### src/sv/ipbf_pkg.sv
// Package for the IPv4 destination-port blocklist filter.
// Holds the protocol constants and the per-byte status struct shared by the modules.
// No dependencies.
package ipbf_pkg;

  localparam int unsigned PORT_W = 16;
  localparam int unsigned OFF_W = 7;
  localparam int unsigned HDR_W = 6;

  localparam logic [OFF_W-1:0] OFF_ETYPE_HI = 7'd12;
  localparam logic [OFF_W-1:0] OFF_ETYPE_LO = 7'd13;
  localparam logic [OFF_W-1:0] OFF_VER_IHL = 7'd14;
  localparam logic [OFF_W-1:0] OFF_FRAG_HI = 7'd20;
  localparam logic [OFF_W-1:0] OFF_FRAG_LO = 7'd21;
  localparam logic [OFF_W-1:0] OFF_PROTO = 7'd23;
  localparam logic [OFF_W-1:0] OFF_MAX = 7'd127;

  localparam logic [OFF_W-1:0] ETH_LEN = 7'd14;
  localparam logic [OFF_W-1:0] L4_START_MIN = 7'd34;
  localparam logic [HDR_W-1:0] IP_MIN_LEN = 6'd20;
  localparam logic [HDR_W-1:0] IP_MAX_LEN = 6'd60;

  localparam logic [15:0] ETHERTYPE_IPV4 = 16'h0800;
  localparam logic [15:0] FRAG_MASK = 16'h3fff;
  localparam logic [3:0] IP_VERSION = 4'd4;
  localparam logic [7:0] PROTO_TCP = 8'd6;
  localparam logic [7:0] PROTO_UDP = 8'd17;
  localparam logic [7:0] TCP_PORT_END = 8'd4;
  localparam logic [7:0] UDP_PORT_END = 8'd8;

  typedef struct packed {
    logic last;
    logic lookup;
    logic drop_ok;
  } byte_info_t;

endpackage

### src/sv/ipbf_parser.sv
// Frame parser: tracks the byte offset and the Ethernet and IPv4 header checks.
// Produces the port lookup address and a status struct per byte. Depends on ipbf_pkg.
module ipbf_parser (
  input  logic                        clk,
  input  logic                        rst,
  input  logic                        fire,
  input  logic [7:0]                  data_byte,
  input  logic                        last_byte,
  output logic [ipbf_pkg::PORT_W-1:0] lookup_addr,
  output ipbf_pkg::byte_info_t        info
);

  logic [ipbf_pkg::OFF_W-1:0] byte_offset;
  logic [7:0]                 ether_high;
  logic [ipbf_pkg::HDR_W-1:0] header_bytes;
  logic [7:0]                 ip_protocol;
  logic                       header_checks_ok;
  logic [7:0]                 port_high;

  logic [ipbf_pkg::OFF_W-1:0] byte_offset_next;
  logic [7:0]                 ether_high_next;
  logic [ipbf_pkg::HDR_W-1:0] header_bytes_next;
  logic [7:0]                 ip_protocol_next;
  logic                       header_checks_ok_next;
  logic [7:0]                 port_high_next;

  logic [ipbf_pkg::OFF_W-1:0] l4_start;
  logic [7:0]                 off8;
  logic [7:0]                 len8;
  logic [7:0]                 l4_8;
  logic [ipbf_pkg::HDR_W-1:0] ihl4;
  logic                       in_l4;
  logic                       len_ok;

  assign l4_start = ipbf_pkg::ETH_LEN + {1'b0, header_bytes};
  assign off8 = {1'b0, byte_offset};
  assign len8 = off8 + 8'd1;
  assign l4_8 = {1'b0, l4_start};
  assign ihl4 = {data_byte[3:0], 2'b00};
  assign in_l4 = byte_offset >= ipbf_pkg::L4_START_MIN;
  assign lookup_addr = {port_high, data_byte};

  always_comb begin
    ether_high_next = ether_high;
    header_bytes_next = header_bytes;
    ip_protocol_next = ip_protocol;
    header_checks_ok_next = header_checks_ok;
    port_high_next = port_high;
    info.lookup = 1'b0;
    info.last = last_byte;

    case (byte_offset)
      ipbf_pkg::OFF_ETYPE_HI: begin
        ether_high_next = data_byte;
      end
      ipbf_pkg::OFF_ETYPE_LO: begin
        if ({ether_high, data_byte} != ipbf_pkg::ETHERTYPE_IPV4) begin
          header_checks_ok_next = 1'b0;
        end
      end
      ipbf_pkg::OFF_VER_IHL: begin
        if (data_byte[7:4] != ipbf_pkg::IP_VERSION || ihl4 < ipbf_pkg::IP_MIN_LEN ||
            ihl4 > ipbf_pkg::IP_MAX_LEN) begin
          header_checks_ok_next = 1'b0;
        end
        header_bytes_next = ihl4;
      end
      ipbf_pkg::OFF_FRAG_HI: begin
        if ((data_byte & ipbf_pkg::FRAG_MASK[15:8]) != 8'd0) begin
          header_checks_ok_next = 1'b0;
        end
      end
      ipbf_pkg::OFF_FRAG_LO: begin
        if ((data_byte & ipbf_pkg::FRAG_MASK[7:0]) != 8'd0) begin
          header_checks_ok_next = 1'b0;
        end
      end
      ipbf_pkg::OFF_PROTO: begin
        ip_protocol_next = data_byte;
      end
      default: begin
      end
    endcase

    if (in_l4) begin
      if (off8 == l4_8 + 8'd2) begin
        port_high_next = data_byte;
      end else if (off8 == l4_8 + 8'd3) begin
        info.lookup = 1'b1;
      end
    end

    len_ok = header_checks_ok_next && len8 >= {1'b0, ipbf_pkg::L4_START_MIN} && len8 >= l4_8;
    if (ip_protocol_next == ipbf_pkg::PROTO_TCP) begin
      info.drop_ok = len_ok && len8 >= l4_8 + ipbf_pkg::TCP_PORT_END;
    end else if (ip_protocol_next == ipbf_pkg::PROTO_UDP) begin
      info.drop_ok = len_ok && len8 >= l4_8 + ipbf_pkg::UDP_PORT_END;
    end else begin
      info.drop_ok = 1'b0;
    end

    if (byte_offset < ipbf_pkg::OFF_MAX) begin
      byte_offset_next = byte_offset + 1'b1;
    end else begin
      byte_offset_next = byte_offset;
    end

    if (last_byte) begin
      byte_offset_next = '0;
      ether_high_next = '0;
      header_bytes_next = '0;
      ip_protocol_next = '0;
      header_checks_ok_next = 1'b1;
      port_high_next = '0;
    end
  end

  always_ff @(posedge clk) begin
    if (rst) begin
      byte_offset <= '0;
      ether_high <= '0;
      header_bytes <= '0;
      ip_protocol <= '0;
      header_checks_ok <= 1'b1;
      port_high <= '0;
    end else if (fire) begin
      byte_offset <= byte_offset_next;
      ether_high <= ether_high_next;
      header_bytes <= header_bytes_next;
      ip_protocol <= ip_protocol_next;
      header_checks_ok <= header_checks_ok_next;
      port_high <= port_high_next;
    end
  end

endmodule

### config.mk
export PLATFORM = sky130hd
export DESIGN_NAME = ipbf_parser
export DESIGN_NICKNAME = d
export VERILOG_FILES = /design/src/sv/ipbf_pkg.sv /design/src/sv/ipbf_parser.sv
export SDC_FILE = /design/constraint.sdc
export NUM_CORES = 1
export LEC_CHECK = 0
export BUFFER_PORTS_ARGS = -buffer_cell sky130_fd_sc_hd__buf_2
export CAP_MARGIN = 20
export CORE_MARGIN = 1.5
export CORE_UTILIZATION = 24
export CTS_BUF_LIST = sky130_fd_sc_hd__clkbuf_8
export DETAILED_ROUTE_END_ITERATION = 12
export HOLD_SLACK_MARGIN = 0.15
export SETUP_SLACK_MARGIN = 0.15
export SYNTH_ARGS = -nofsm -noshare
export SYNTH_HDL_FRONTEND = slang
export SYNTH_SLANG_ARGS = --single-unit
### constraint.sdc
create_clock -name clk -period 4.4 [get_ports clk]
set_input_delay 0.88 -clock clk [delete_from_list [all_inputs] [get_ports clk]]
set_output_delay 0.88 -clock clk [all_outputs]
set_load 0.02 [all_outputs]
==> results_dict.tcl <==
set metrics [dict create \
    synth_nets 328 \
    synth.top_cells.by_area "dfxtp_1, ha_1, nor2_1" \
    detail_route.wl_per_cell_microns 13.7 \
    crit_type "reg2out" \
    ant_nets 0 \
    timing.rr.start "header_bytes[2]$_SDFFE_PP0P_" \
    max_cap_viol_count 0 \
    fp.dieH_microns 107 \
    cts_tree "built" \
    whs_path_depth 2 \
    max_freq_mhz 252 \
    io_buffers 30 \
    gr-total-overflow 0 \
    synth-adder-area-share_pct 10.6 \
    fin_crit_sh_pct 90.3 \
    setup_viol 0 \
    synth.distinct_cells 59 \
    ys_async_sr_fraction_pct 0 \
    setup_ws_ns 0.425 \
    post-route-util_pct 27.9 \
    cp_num_buf_inv 3 \
    post-cts-setup-buffers 0 \
    avgSynthCellArea_sq_um 8.82 \
    final_common_cell "nor2_1" \
    slowest_delay_ns 0.42 \
    timing.rr.end "port_high[3]$_SDFFE_PP0P_" \
    cts_buffers 5 \
    synth_edf_count 0 \
    cp.required_ns 3.52 \
    ys_seq_area_share_pct 27.8 \
    core-area_sq_um 10400 \
    dp_hpwl_microns 4730 \
    hold_path.startpoint "ether_high[2]$_SDFFE_PP0P_" \
    slew_violations 0 \
    grt_pass1_wl_microns 10200 \
    relSlewSlack_pct 43.7 \
    die_area_sq_um 11400 \
    status "finished clean" \
    drive_gt1_share_pct 21.7 \
    grt_pass1_vias 2058 \
    hold_viol 0 \
    clock-root-buffer "clkbuf_8" \
    synth_largest_area_cell "dfxtp_1" \
    gp_congestion 0.845 \
    netlist_area_sq_um 2590 \
    synth_compound_area_share_pct 19.2 \
    drt_iter0_markers 160 \
    cp.arrival_ns 3.09 \
    nNetsFinal 347 \
    final_cell_mix "nor2_1, dfxtp_1, buf_2" \
    grt_max_degree 32 \
    rsz0062_at_grt "no" \
    instances_no_fill 450 \
    clk_path_buf_depth 2 \
    whs_endpoint "ether_high[2]$_SDFFE_PP0P_" \
    area_growth_pct 12.2 \
    finalInstanceArea_sq_um 2910 \
    synth_top_cell_area_share_pct 27.8 \
    finClkSkew_ns 0.00878 \
    ys_ff_latch 36 \
    max_slew.worst_pin.slew_ns 0.843 \
    cts-resized-gates 1 \
    cp-start-kind "flip-flop" \
    power.density_nw_per_um2 247 \
    ys_warn_count 0 \
    grt_usage_pct 11.4 \
    numClockSinks 36 \
    r2r_cells 10 \
    die_w_microns 107 \
    diodes 0 \
    ctsHoldBuffers 0 \
    hold_class "reg2reg" \
    cts_htree_levels 2 \
    tns_ns 0 \
    regToRegSetupSlack_ns 1.79 \
    cts.clk_slew.worst_paths_ns 0.07 \
    ir_worst_vdd_mv 0.0942 \
    end_kind "output pin" \
    crit_chain "inv_2, ha_2, inv_1, ha_2, nand4b_1, ha_1, o211a_1, a221oi_1, o22a_1, a2111oi_2, buf_2" \
    yosys.area_share.simple_pct 23.5 \
    rows 37 \
    routed_via_density 4.84 \
    synthXorXnorAreaFrac_pct 5.02 \
    p_leak_nw 1.24 \
    period_minus_slack_ns 3.97 \
    placed_area_sq_um 2780 \
    cp_common_cell "ha_2" \
    drc_errors 0 \
    synth_top_family_by_area "simple AND/OR/NAND/NOR gates" \
    vias 2176 \
    antenna_found_initial 0 \
    dpl.cell_count 442 \
    crit_family "adder cells" \
    start_util_pct 24.9 \
    pre_cts_ws_ns 0.402 \
    synthCells 294 \
    path_max_fanout 8 \
    cp_slowest_cell "dfxtp_2" \
    drt_wl_total_microns 6180 \
    io_pins 31 \
    synthMuxAreaShare_pct 5.98 \
    clk_latency_ns 0.29 \
    dr.pass1.iters 5 \
    synth-main-ff-cell "dfxtp_1" \
]
-- metal layers --
| metal | routed length, microns | global-route usage [%] | part of all wire [%] |
|---|---|---|---|
| met1 | 2850 | 14.7 | 46 |
| met2 | 2880 | 17.5 | 47 |
| met3 | 265 | 3.47 | 4.3 |
| met4 | 183 | 4.67 | 3.0 |
| met5 | 0 | 0 | 0 |
-- stage by stage --
step	hold WS, ns	total power [mW]
3_3_place_gp	0.471	0.432
4_1_cts	0.512	0.722
5_1_grt	0.530	0.755
6_report	0.505	0.718
2_1_floorplan	0.452	0.411
3_5_place_dp	0.492	0.433
-- worst register-to-register path: stages, from the launching register on --
cell and delay, ns:
dfxtp_2 0.42, inv_2 0.10, ha_2 0.40, inv_1 0.09
ha_2 0.23, nand4b_1 0.11, o221ai_1 0.15, xnor2_1 0.25
nor4b_4 0.48, nor2_1 0.10, a21o_1 0.17
-- power breakdown --
part,switching (mW),internal [mW]
Clock,0.124,0.168
Sequential,0.00551,0.330
Combinational,0.0564,0.0344
Total,0.186,0.532
-- state kept, by name (all words and copies together) (netlist names) --
name / count
ip_protocol: 8
header_checks_ok: 1
header_bytes: 4
byte_offset: 7
port_high: 8
ether_high: 8
-- final cells by class --
type | instances | area [sq um]
fill | 1129 | 7510
multi-input combinational | 225 | 1680
sequential | 36 | 724
timing repair buffer | 34 | 180
tap | 136 | 170
clock buffer | 5 | 68.8
clock inverter | 3 | 42.5
inverter | 11 | 41.3
-- Yosys cell counts (all sizes together), types with 2 or more instances --
library cell	number
nor4b	4
nor4	3
nand2	14
buf	14
and2b	2
a21o	10
o21a	4
a22oi	14
inv	11
nor2	40
nand3	5
nand3b	2
clkbuf	8
xor2	5
and2	3
xnor2	9
ha	22
nand4b	3
dfxtp	36
a211oi	2
a21oi	11
mux2i	14
a2111oi	2
o21ai	9
a31oi	2
o31a	2
and3	3
nor3	5
o211ai	2
nor4bb	2
nor2b	12
nand2b	3
-- how the worst max path moves through the flow --
stage | slack, ns | depth (start not counted) | startpoint | end
global route | 0.20 | 13 | header_bytes[2]$_SDFFE_PP0P_ | info[0]
detailed placement | 0.40 | 11 | header_bytes[2]$_SDFFE_PP0P_ | info[0]
finish | 0.43 | 11 | header_bytes[2]$_SDFFE_PP0P_ | info[0]
global placement | 0.51 | 13 | header_bytes[2]$_SDFFE_PP0P_ | info[0]
floorplan | 0.68 | 12 | header_bytes[2]$_SDFFE_PP0P_ | info[0]
CTS | 0.20 | 11 | header_bytes[2]$_SDFFE_PP0P_ | info[0]
-- cells by family after synthesis --
family          Yosys count
compound gates           67
xor+xnor                 14
fa+ha+maj                22
buf+inv                  33
flops                    36
mux                      15
simple gates            107
No activity file was read; power rests on OpenSTA's default activity.
